--- src/rtl/stwr_pkg.sv ---
`timescale 1ns / 1ps

package stwr_pkg;

  // field widths
  localparam int SCR_W    = 16;
  localparam int DIST_W   = 20;
  localparam int SIZE_W   = 13;
  localparam int SCALE_W  = 16;
  localparam int ROW_W    = 48;
  localparam int ELEM_W   = 16;
  localparam int POS_W    = 20;
  localparam int CPOS_W   = 60;
  localparam int DIR_W    = 16;
  localparam int CFG_IDX_W  = 4;
  localparam int CFG_DATA_W = 60;

  // internal widths
  localparam int HALF_W   = SIZE_W - 1;      // half screen size
  localparam int CNUM_W   = 32;              // camera-space numerator magnitude
  localparam int WORLD_W  = 51;              // world vector, 30 fraction bits
  localparam int MAG_W    = WORLD_W - 1;
  localparam int SM_W     = 31;              // block-scaled magnitude
  localparam int SQ_W     = 64;              // sum of squares
  localparam int LEN_W    = 32;              // vector length
  localparam int DQ_W     = 16;              // direction quotient

  // stage counts of the iterative units
  localparam int CDIV_STAGES = CNUM_W;
  localparam int SQRT_STAGES = SQ_W / 2;
  localparam int DDIV_STAGES = DQ_W;

  // input reg, numerator reg, cam divide, 8 vector stages, sqrt, dir divide, 2 point stages
  localparam int LATENCY = 2 + CDIV_STAGES + 8 + SQRT_STAGES + DDIV_STAGES + 2;

  // register indexes
  localparam logic [CFG_IDX_W-1:0] REG_SCREEN_WIDTH  = 4'd0;
  localparam logic [CFG_IDX_W-1:0] REG_SCREEN_HEIGHT = 4'd1;
  localparam logic [CFG_IDX_W-1:0] REG_SCALE_X       = 4'd2;
  localparam logic [CFG_IDX_W-1:0] REG_SCALE_Y       = 4'd3;
  localparam logic [CFG_IDX_W-1:0] REG_ROW0          = 4'd4;
  localparam logic [CFG_IDX_W-1:0] REG_ROW1          = 4'd5;
  localparam logic [CFG_IDX_W-1:0] REG_ROW2          = 4'd6;
  localparam logic [CFG_IDX_W-1:0] REG_CAM_POS       = 4'd7;

endpackage

--- src/rtl/stwr_cam_div.sv ---
`timescale 1ns / 1ps

// Restoring divider, one quotient bit per pipeline stage.
module stwr_cam_div (
  input  logic                         clk_i,
  input  logic                         rst_ni,
  input  logic                         valid_i,
  input  logic [stwr_pkg::CNUM_W-1:0] num_i,
  input  logic [stwr_pkg::HALF_W-1:0] den_i,
  output logic                         valid_o,
  output logic [stwr_pkg::CNUM_W-1:0] quo_o
);
  import stwr_pkg::*;

  logic [CDIV_STAGES-1:0] v_q;
  logic [CNUM_W-1:0] num_q [CDIV_STAGES];
  logic [CNUM_W-1:0] num_d [CDIV_STAGES];
  logic [CNUM_W-1:0] quo_q [CDIV_STAGES];
  logic [CNUM_W-1:0] quo_d [CDIV_STAGES];
  logic [HALF_W-1:0] rem_q [CDIV_STAGES];
  logic [HALF_W-1:0] rem_d [CDIV_STAGES];
  logic [HALF_W-1:0] den_q [CDIV_STAGES];
  logic [HALF_W-1:0] den_d [CDIV_STAGES];

  // one shift-subtract step per stage
  always_comb begin
    logic [HALF_W:0]   rem2;
    logic [CNUM_W-1:0] num_s, quo_s;
    logic [HALF_W-1:0] rem_s, den_s;
    logic              ge;
    for (int k = 0; k < CDIV_STAGES; k++) begin
      if (k == 0) begin
        num_s = num_i;
        quo_s = '0;
        rem_s = '0;
        den_s = den_i;
      end else begin
        num_s = num_q[k-1];
        quo_s = quo_q[k-1];
        rem_s = rem_q[k-1];
        den_s = den_q[k-1];
      end
      rem2     = {rem_s, num_s[CNUM_W-1]};
      ge       = (rem2 >= {1'b0, den_s});
      rem_d[k] = ge ? HALF_W'(rem2 - {1'b0, den_s}) : rem2[HALF_W-1:0];
      quo_d[k] = {quo_s[CNUM_W-2:0], ge};
      num_d[k] = {num_s[CNUM_W-2:0], 1'b0};
      den_d[k] = den_s;
    end
  end

  always_ff @(posedge clk_i or negedge rst_ni) begin
    if (!rst_ni) begin
      v_q <= '0;
    end else begin
      v_q <= {v_q[CDIV_STAGES-2:0], valid_i};
    end
  end

  always_ff @(posedge clk_i) begin
    for (int k = 0; k < CDIV_STAGES; k++) begin
      num_q[k] <= num_d[k];
      quo_q[k] <= quo_d[k];
      rem_q[k] <= rem_d[k];
      den_q[k] <= den_d[k];
    end
  end

  assign valid_o = v_q[CDIV_STAGES-1];
  assign quo_o   = quo_q[CDIV_STAGES-1];

endmodule

--- config.mk ---
export PLATFORM = sky130hd
export DESIGN_NAME = stwr_cam_div
export DESIGN_NICKNAME = d
export VERILOG_FILES = /design/src/rtl/stwr_pkg.sv /design/src/rtl/stwr_cam_div.sv
export SDC_FILE = /design/constraint.sdc
export NUM_CORES = 2
export LEC_CHECK = 0
export BUFFER_PORTS_ARGS = -buffer_cell sky130_fd_sc_hd__buf_2
export CAP_MARGIN = 15
export CORE_MARGIN = 4
export CORE_UTILIZATION = 40
export CTS_CLUSTER_DIAMETER = 30
export DETAILED_ROUTE_END_ITERATION = 12
export HOLD_SLACK_MARGIN = 0.05
export PLACE_DENSITY_LB_ADDON = 0.12
export SYNTH_ARGS = -nofsm -noshare
export SYNTH_HDL_FRONTEND = slang
export SYNTH_SLANG_ARGS = --single-unit
--- constraint.sdc ---
create_clock -name clk_i -period 3.04 [get_ports clk_i]
set_input_delay 0.608 -clock clk_i [delete_from_list [all_inputs] [get_ports clk_i]]
set_output_delay 0.608 -clock clk_i [all_outputs]
set_load 0.05 [all_outputs]
==> flow_summary.json <==
{
  "status": "complete, no violations",
  "fp-row-count": 140,
  "synthCells": 4701,
  "post-route-period-util_pct": 93.0,
  "arrival_ns": 3.54,
  "synth_async_sr_flop_share_pct": 1.78,
  "maxSlewHeadroom_pct": 53.4,
  "clockBufferDepth": 4,
  "yosysWarnings": 0,
  "cp-start-kind": "register",
  "area_growth_syn_to_layout_pct": 26.6,
  "worst_path_largest_cell_delay_ns": 0.41,
  "drv_slew": 0,
  "p_leak_nw": 34.4,
  "dp_slack_ns": 0.207,
  "clock_sinks": 1800,
  "dieHeight_um": 392,
  "max_freq_ghz": 0.354,
  "crit_top_cell": "o21ai_2",
  "layout_common_cells": "dfxtp_1 (1768), inv_1 (468), clkbuf_16 (376)",
  "r2r-start": "den_q[0][112]$_DFF_P_",
  "fp.dieW_um": 392,
  "required_ns": 3.75,
  "rr_worst_depth": 10,
  "drtIter0Drc": 1090,
  "clk_latency_ns": 0.88,
  "worst-path-max-fanout": 13,
  "ant_nets": 0,
  "dieArea_um2": 154000,
  "drcViolationCount": 0,
  "cap_violations": 0,
  "track_usage_pct": 13.2,
  "fill_cells": 12800,
  "synthTopCellsByArea": "dfxtp_1 (60%), ha_1 (7.9%), inv_1 (3.0%)",
  "synth.avg_cell_area_um2": 12.6,
  "hold_violations": 0,
  "ys_seq_area_share_pct": 61.3,
  "cts_buffers": 367,
  "synth-edff-count": 0,
  "clkTransAtPathRegs_ns": 0.05,
  "grt-ovfl-total": 0,
  "whs_ns": 0.284,
  "rsz0062_at_grt": "false",
  "hp-start": "num_q[0][258]$_DFF_P_",
  "antenna_cells": 0,
  "worstHoldPathCells": 0,
  "setup_violations": 0,
  "grt_pass1_wl_mm": 167,
  "gp_congestion": 0.791,
  "antenna_found_initial": 1,
  "r2r-end": "rem_q[0][123]$_DFF_P_",
  "synth_fp_nets": 5152,
  "cts-root-buf": "clkbuf_16",
  "finalWirelength_mm": 99.6,
  "avgRoutedWirePerCell_um": 13.5,
  "worst_pin_slew_ns": 0.700,
  "post-route-min-period_ns": 2.83,
  "synth_top_area_cell": "dfxtp_1",
  "finalNetCount": 5625,
  "core_um2": 146000,
  "post_drt_via_cell_ratio": 4.44,
  "grt_max_degree": 33,
  "final_common_cell": "dfxtp_1",
  "peakVddDrop_mv": 0.643,
  "synth.distinct_cells": 60,
  "vias": 32700,
  "dpl.hpwl_mm": 69.3,
  "critPathKind": "reg2reg",
  "tritoncts": "built",
  "finClkSkew_ns": 0.0520,
  "r2r_slack_ns": 0.21,
  "layout_setup_ws_ns": 0.212,
  "holdPathEnd": "num_q[0][290]$_DFF_P_",
  "syn-cell-area_um2": 59000,
  "drtPass1Iterations": 5,
  "slowest_stage": "dfxtp_1",
  "synth_top_area_share_pct": 60.0,
  "ios": 80,
  "pwr_density_cell_nw_per_um2": 1250,
  "tns_ns": 0,
  "hold_path_class": "reg2reg",
  "path_cells": "inv_1 > ha_1 > a21o_1 > a31oi_1 > o21ai_2 > o21ai_2 > a21oi_2 > a2111oi_4 > buf_4 > mux2_2",
  "layout-drive-gt1-share_pct": 18.5,
  "synth-seq-cells": 1800,
  "grt_pass1_vias": 34000,
  "h-tree-depth": 5,
  "port_buffers": 79,
  "synth_ff_type": "dfxtp_1",
  "start_util_pct": 40.4,
  "cp-end-kind": "register"
}
==> kinds of logic (layout without fill, tap and decap cells) <==
logic type | after synthesis | after routing | share of synthesized area (%)
xor gates and xnor gates | 268 | 268 | 3.98
AOI/OAI and AO/OA | 760 | 760 | 9.65
buffers and inverters | 526 | 1280 | 4.08
DFF | 1800 | 1800 | 61.3
adders and majority gates | 404 | 404 | 8.94
muxes | 349 | 349 | 7.01
and+or+nand+nor | 594 | 594 | 5.03
==> worst max-delay path by stage <==
stage | from | endpoint | slack (ns) | cells past startpoint
after global placement | den_q[0][112]$_DFF_P_ | rem_q[0][123]$_DFF_P_ | 0.23 | 10
after global routing | den_q[0][112]$_DFF_P_ | rem_q[0][123]$_DFF_P_ | 0.07 | 10
after CTS | den_q[0][112]$_DFF_P_ | rem_q[0][123]$_DFF_P_ | 0.18 | 10
after detailed placement | den_q[0][112]$_DFF_P_ | rem_q[0][123]$_DFF_P_ | 0.21 | 10
final | den_q[0][112]$_DFF_P_ | rem_q[0][123]$_DFF_P_ | 0.21 | 10
after floorplan | den_q[0][112]$_DFF_P_ | rem_q[0][124]$_DFF_P_ | 0.64 | 10
==> area by class of cell <==
cell class	instances	area (um2)	area share (%)
flip-flops and latches	1800	36200	48.4
multi-input cells	2375	20400	27.3
clock buffers	447	10000	13.4
clock inverters	203	2780	3.72
well taps	1917	2400	3.21
inverters	469	1760	2.36
repair buffers	161	1130	1.51
==> routing by layer <==
layer | part of all wire (%) | global-route usage, %
met1 | 46 | 16.3
met2 | 46 | 21.6
met3 | 3.8 | 3.16
met4 | 3.3 | 6.17
met5 | 0 | 0
==> registers in the layout (all words and copies together), names as in the netlist <==
register,flops
quo_q,528
num_q,496
den_q,372
rem_q,372
v_q,32
==> per-stage QoR <==
step                      cell area, um2  instances  util (%)  power [W]
after CTS                          74700       7372      51.1     0.0952
after global placement             61400       6676      42.1     0.0537
final                              74700       7372      51.1     0.0937
after floorplan                    59000       4701         -     0.0497
after global routing               74700       7372      51.1     0.0991
after detailed placement           61400       6676      42.1     0.0538
==> critical path: cells and delay by family (launching register included) <==
kind            cells  cell delay (ns)
flops               1             0.41
mux                 1             0.40
buf+inv             2             0.39
compound gates      6             1.07
fa+ha+maj           1             0.37
==> Yosys cell counts (all sizes together), types with 30 or more instances <==
| cell | count |
|---|---|
| xor2 | 98 |
| nand3 | 79 |
| nor2 | 176 |
| mux2i | 66 |
| ha | 374 |
| dfxtp | 1768 |
| a21boi | 32 |
| inv | 469 |
| nand2b | 36 |
| dfrtp | 32 |
| o21ai | 110 |
| buf | 30 |
| a31oi | 55 |
| mux2 | 283 |
| a21o | 228 |
| nand2 | 108 |
| fa | 30 |
| a2111oi | 44 |
| nor2b | 81 |
| xnor2 | 170 |
| a21oi | 213 |
==> repair_timing <==
item                                   in CTS  in global routing
setup buffers                               0                  0
hold buffers                               46                  0
endpoints found under the hold margin      83                  0
resized for setup                           0                  0
setup endpoints to repair                   0                  0
==> report_power, final <==
part	total [W]	switching, W	internal [W]
clock network	0.0404	0.0122	0.0282
logic	0.0224	0.0110	0.0114
registers	0.0309	0.00211	0.0288
Note: power is estimated with default switching activity, not from simulation.
