### src/rtl/stwr_pkg.sv
`timescale 1ns / 1ps

package stwr_pkg;

  // field widths
  localparam int SCR_W    = 16;
  localparam int DIST_W   = 20;
  localparam int SIZE_W   = 13;
  localparam int SCALE_W  = 16;
  localparam int ROW_W    = 48;
  localparam int ELEM_W   = 16;
  localparam int POS_W    = 20;
  localparam int CPOS_W   = 60;
  localparam int DIR_W    = 16;
  localparam int CFG_IDX_W  = 4;
  localparam int CFG_DATA_W = 60;

  // internal widths
  localparam int HALF_W   = SIZE_W - 1;      // half screen size
  localparam int CNUM_W   = 32;              // camera-space numerator magnitude
  localparam int WORLD_W  = 51;              // world vector, 30 fraction bits
  localparam int MAG_W    = WORLD_W - 1;
  localparam int SM_W     = 31;              // block-scaled magnitude
  localparam int SQ_W     = 64;              // sum of squares
  localparam int LEN_W    = 32;              // vector length
  localparam int DQ_W     = 16;              // direction quotient

  // stage counts of the iterative units
  localparam int CDIV_STAGES = CNUM_W;
  localparam int SQRT_STAGES = SQ_W / 2;
  localparam int DDIV_STAGES = DQ_W;

  // input reg, numerator reg, cam divide, 8 vector stages, sqrt, dir divide, 2 point stages
  localparam int LATENCY = 2 + CDIV_STAGES + 8 + SQRT_STAGES + DDIV_STAGES + 2;

  // register indexes
  localparam logic [CFG_IDX_W-1:0] REG_SCREEN_WIDTH  = 4'd0;
  localparam logic [CFG_IDX_W-1:0] REG_SCREEN_HEIGHT = 4'd1;
  localparam logic [CFG_IDX_W-1:0] REG_SCALE_X       = 4'd2;
  localparam logic [CFG_IDX_W-1:0] REG_SCALE_Y       = 4'd3;
  localparam logic [CFG_IDX_W-1:0] REG_ROW0          = 4'd4;
  localparam logic [CFG_IDX_W-1:0] REG_ROW1          = 4'd5;
  localparam logic [CFG_IDX_W-1:0] REG_ROW2          = 4'd6;
  localparam logic [CFG_IDX_W-1:0] REG_CAM_POS       = 4'd7;

endpackage

### src/rtl/stwr_isqrt.sv
`timescale 1ns / 1ps

// Digit-by-digit integer square root, one result bit per pipeline stage.
module stwr_isqrt (
  input  logic                        clk_i,
  input  logic                        rst_ni,
  input  logic                        valid_i,
  input  logic [stwr_pkg::SQ_W-1:0]  sum_i,
  output logic                        valid_o,
  output logic [stwr_pkg::LEN_W-1:0] len_o
);
  import stwr_pkg::*;

  logic [SQRT_STAGES-1:0] v_q;
  logic [SQ_W-1:0] x_q   [SQRT_STAGES];
  logic [SQ_W-1:0] x_d   [SQRT_STAGES];
  logic [SQ_W-1:0] res_q [SQRT_STAGES];
  logic [SQ_W-1:0] res_d [SQRT_STAGES];

  // trial subtract of res + bit, bit walking down two places per stage
  always_comb begin
    logic [SQ_W-1:0] x_s, res_s, bitv;
    logic [SQ_W:0]   trial;
    for (int k = 0; k < SQRT_STAGES; k++) begin
      if (k == 0) begin
        x_s   = sum_i;
        res_s = '0;
      end else begin
        x_s   = x_q[k-1];
        res_s = res_q[k-1];
      end
      bitv  = SQ_W'(1) << (SQ_W - 2 - 2 * k);
      trial = {1'b0, res_s} + {1'b0, bitv};
      if ({1'b0, x_s} >= trial) begin
        x_d[k]   = x_s - trial[SQ_W-1:0];
        res_d[k] = (res_s >> 1) + bitv;
      end else begin
        x_d[k]   = x_s;
        res_d[k] = res_s >> 1;
      end
    end
  end

  always_ff @(posedge clk_i or negedge rst_ni) begin
    if (!rst_ni) begin
      v_q <= '0;
    end else begin
      v_q <= {v_q[SQRT_STAGES-2:0], valid_i};
    end
  end

  always_ff @(posedge clk_i) begin
    for (int k = 0; k < SQRT_STAGES; k++) begin
      x_q[k]   <= x_d[k];
      res_q[k] <= res_d[k];
    end
  end

  assign valid_o = v_q[SQRT_STAGES-1];
  assign len_o   = res_q[SQRT_STAGES-1][LEN_W-1:0];

endmodule

### config.mk
export PLATFORM = sky130hd
export DESIGN_NAME = stwr_isqrt
export DESIGN_NICKNAME = d
export VERILOG_FILES = /design/src/rtl/stwr_pkg.sv /design/src/rtl/stwr_isqrt.sv
export SDC_FILE = /design/constraint.sdc
export NUM_CORES = 2
export LEC_CHECK = 0
export BUFFER_PORTS_ARGS = -buffer_cell sky130_fd_sc_hd__buf_2
export CORE_MARGIN = 2
export CORE_UTILIZATION = 59
export CTS_BUF_LIST = sky130_fd_sc_hd__clkbuf_8
export DETAILED_ROUTE_END_ITERATION = 8
export GPL_TIMING_DRIVEN = 0
export PLACE_DENSITY_LB_ADDON = 0.1
export SKIP_CTS_REPAIR_TIMING = 1
export SYNTH_ARGS = -nofsm -noshare
export SYNTH_HDL_FRONTEND = slang
export SYNTH_SLANG_ARGS = --single-unit
### constraint.sdc
create_clock -name clk_i -period 3.9 [get_ports clk_i]
set_clock_uncertainty 0.05 [all_clocks]
set_input_delay 0.39 -clock clk_i [delete_from_list [all_inputs] [get_ports clk_i]]
set_output_delay 0.39 -clock clk_i [all_outputs]
set_load 0.01 [all_outputs]
==> tab_implementation.tex <==
\begin{tabular}{lr}
\hline
Metric & Value \\
\hline
\multicolumn{2}{l}{\textbf{Pwr}} \\
IR drop worst, VDD & 0.5704 mV \\
Final Power & 81,520 uW \\
Leakage & 0.05140 uW \\
Power per cell area & 740.0 nW/um\^{}2 \\
\multicolumn{2}{l}{\textbf{Routing}} \\
Number of remaining DRC errors & 0 \\
Number of DRC markers in iteration 0 & 5,205 \\
Total wire length after detailed routing & 255,700 microns \\
Detail Route Antenna Nets & 0 \\
Total via count after detailed routing & 71,270 \\
Wirelength per Cell & 20.22 microns \\
Number of iterations in the first detailed-routing pass & 5 \\
Via/cell ratio & 5.636 \\
\multicolumn{2}{l}{\textbf{Placed design}} \\
Worst slack at placement & -1.172 ns \\
Placed Area & 99,080 sq um \\
GP Congestion & 0.9310 \\
Detailed Place HPWL & 192,200 microns \\
IO Port Bufs & 99 \\
\multicolumn{2}{l}{\textbf{Clocking}} \\
Clock latency on the worst-skew pair & 1.09 ns \\
Buffer type at the clock tree root & sky130\_fd\_sc\_hd\_\_clkbuf\_8 \\
CTS Sinks & 2,544 \\
TritonCTS clock tree & done \\
Maximum buffer depth of the clock tree & 4 \\
Clock-pin slew reported for the worst setup and hold paths after clock tree synthesis & 0.07 ns \\
Deepest level of the CTS H-tree & 5 \\
Inserted Clock Buffers & 395 \\
\multicolumn{2}{l}{\textbf{Layout}} \\
Fill count & 12,510 \\
Register Area & 51,090 sq um \\
Synth-to-layout area growth & 14.91\% \\
Multi-input gate area in the final layout & 42,440 sq um \\
Final standard cell utilization of the core & 68.46\% \\
Final non-filler cell area & 110,200 sq um \\
Ratio of cells with drive above 1 in the final layout & 10.84\% \\
Number of nets in the layout & 10,810 \\
\multicolumn{2}{l}{\textbf{Timing}} \\
Maximum clock frequency & 0.2589 GHz \\
Fin. Hold Viols & 0 \\
Final setup viols & 0 \\
Final number of max-transition violations & 0 \\
Final critical path time including I/O delays and setup & 3.862 ns \\
Rel. slew slack & 23.61\% \\
Transition time at the pin with the least slew margin & 1.135 ns \\
Worst slack on hold paths & 0.1723 ns \\
Final setup slack of the worst path & 0.03778 ns \\
Post-route fraction of the period consumed by the critical path & 99.03\% \\
Setup repair after global routing missed its margin & true \\
\multicolumn{2}{l}{\textbf{GRT}} \\
Antenna violations before repair & 14 \\
First-pass GRT wire length & 387,100 microns \\
Total congestion overflow after global routing & 0 \\
Overall global routing resource usage & 29.21\% \\
Largest net degree at the start of global routing & 33 \\
Vias in the first global route & 69,570 \\
\multicolumn{2}{l}{\textbf{Logic synthesis}} \\
Share of flip-flops with an asynchronous set or reset & 1.258\% \\
Number of distinct library cell variants in the gate-level netlist after synthesis & 96 \\
Post-synthesis share of cell area spent on full adders, half adders and majority gates & 7.282\% \\
Biggest area contributors in the synthesized netlist & sky130\_fd\_sc\_hd\_\_dfxtp\_1 52\%, sky130\_fd\_sc\_hd\_\_ha\_1 7.3\%, sky130\_fd\_sc\_hd\_\_xor2\_1 4.0\%, sky130\_fd\_sc\_hd\_\_xnor2\_1 4.0\%, sky130\_fd\_sc\_hd\_\_a21oi\_1 3.1\% \\
Count of state elements after synthesis & 2,544 \\
Post-synthesis sequential area ratio & 53.29\% \\
Post-synth design cell area & 95,870 sq um \\
Avg Inst Size Synth & 10.04 sq um \\
Largest family of logic cells by synthesized area & simple AND/OR/NAND/NOR gates \\
Fraction of post-synthesis cell area in the top cell type by area & 52.45\% \\
Gate Count Post-Synth & 9,546 \\
Xor/xnor cell area share of the yosys netlist & 7.984\% \\
Syn\_nets & 10,170 \\
Leading area contributor after synthesis & sky130\_fd\_sc\_hd\_\_dfxtp\_1 \\
Multiplexer share of the synthesized area & 1.201\% \\
Synthesis Warnings & 0 \\
Main synth FF type & sky130\_fd\_sc\_hd\_\_dfxtp\_1 \\
Number of enable-type register cells in the synthesized netlist & 0 \\
Synth cell count leaders & 2,512 x sky130\_fd\_sc\_hd\_\_dfxtp\_1, 686 x sky130\_fd\_sc\_hd\_\_inv\_1, 607 x sky130\_fd\_sc\_hd\_\_nor2\_1 \\
Share of synthesized cell area in and, or, nand and nor gates & 15.08\% \\
Library cell with the highest instance count after synthesis & sky130\_fd\_sc\_hd\_\_dfxtp\_1 \\
Fraction of the mapped netlist area in compound gates & 11.62\% \\
\multicolumn{2}{l}{\textbf{Floorplanning}} \\
Std-Cell Rows & 147 \\
Area inside the core boundary & 160,900 sq um \\
Die Footprint & 165,700 sq um \\
Chip Width & 407.1 microns \\
Die Height & 407.1 microns \\
Number of placed I/O pins & 100 \\
Initial core utilization & 59.57\% \\
\multicolumn{2}{l}{\textbf{Setup path}} \\
Slack of the worst reg-to-reg path & 0.04 ns \\
Critical path class & reg2reg \\
Crit path max fanout & 10 \\
Kind of start point of the critical path & flip-flop \\
Register-to-Register Path Depth & 12 \\
Kind of end point of the critical path & flip-flop \\
Arr. time, crit path & 4.67 ns \\
CP required & 4.70 ns \\
\multicolumn{2}{l}{\textbf{Flow run}} \\
\# Max-Cap Violations & 0 \\
\multicolumn{2}{l}{\textbf{Min path}} \\
Depth of the worst hold-timing path & 4 \\
Hold Path Class & in2reg \\
\multicolumn{2}{l}{\textbf{Run status}} \\
Status & finished, final reports clean \\
\hline
\end{tabular}
through the flow:
| step | TNS, ns | instances |
|---|---|---|
| 4_1_cts | -234.75 | 12500 |
| 2_1_floorplan | 0 | 9546 |
| 6_report | 0 | 12650 |
| 3_3_place_gp | -212.87 | 11810 |
| 3_5_place_dp | -211.78 | 11810 |
| 5_1_grt | -0.8680 | 12650 |
power by group:
group | switching (uW) | leakage, uW | internal, uW
Combinational | 12000 | 0.0253 | 9140
Clock | 10200 | 0.00470 | 13000
Sequential | 5220 | 0.0214 | 31900
placed cells by master (no fill, tap or decap), drive strengths merged, types with 38 or more instances in the layout:
cell,count
dfxtp,2512
inv,793
clkbuf,622
nor2,607
a21oi,601
nand2,571
ha,558
o21ai,439
xor2,438
xnor2,436
nor4,347
nor3,275
a21o,274
buf,175
nand4,152
nand3,151
dlygate4sd3,132
nand2b,130
or3,107
mux2,90
or4,89
o21a,83
nor2b,73
clkinv,68
o21bai,49
and3,47
or2,47
a31oi,47
nor4b,45
o31ai,38
metal layers:
layer,wire length [microns],share of wire [%],track usage (%),vias to the layer above
met1,115400,45,39.52,34060
met2,120000,47,48.09,2023
met5,69,0.027,0,-
met4,6932,2.7,8.967,10
met3,13340,5.2,4.501,510
li1,-,-,-,34660
final cells by class:
| type | count | share of cell area [%] |
|---|---|---|
| plain buffers | 160 | 0.6985 |
| clock buffers | 491 | 6.134 |
| diodes | 7 | 0.01590 |
| multi-input cells | 6111 | 38.53 |
| inverters | 690 | 2.355 |
| well taps | 2160 | 2.453 |
| repair buffers | 278 | 1.999 |
| flip-flops and latches | 2544 | 46.38 |
| clock inverters | 205 | 1.440 |
final timing paths:
| check | start | to |
|---|---|---|
| max | x_q[1][690] | x_q[1][727] |
| min | sum_i[62] | x_q[0][62] |
| max reg2reg | x_q[1][690] | x_q[1][727] |
| min reg2reg | res_q[1][781] | res_q[1][844] |
| max in group asynchronous | rst_ni | v_q[5] |
| min in group asynchronous | rst_ni | v_q[17] |
registers in the layout (all words and copies together), names as in the netlist:
name,flops
res_q,528
v_q,32
x_q,1984
critical path: stages, from the launching register on:
cell and delay (ns):
sky130_fd_sc_hd__dfxtp_1 0.37, sky130_fd_sc_hd__or3_1 0.42, sky130_fd_sc_hd__or3_1 0.37, sky130_fd_sc_hd__or3_1 0.36, sky130_fd_sc_hd__or4_1 0.50, sky130_fd_sc_hd__nor4_2 0.42
sky130_fd_sc_hd__nand2_2 0.15, sky130_fd_sc_hd__a41oi_4 0.24, sky130_fd_sc_hd__buf_12 0.16, sky130_fd_sc_hd__inv_2 0.13, sky130_fd_sc_hd__clkbuf_1 0.31, sky130_fd_sc_hd__nor2_1 0.17
sky130_fd_sc_hd__a21oi_1 0.05
cells by family after synthesis:
family                   after synthesis
XOR/XNOR                             874
flip-flops                          2544
multiplexers                         103
buffers and inverters                891
adder cells (fa/ha/maj)              558
AO/OA/AOI/OAI                       1801
AND/OR/NAND/NOR                     2775
Note: power is estimated with default switching activity, not from simulation.
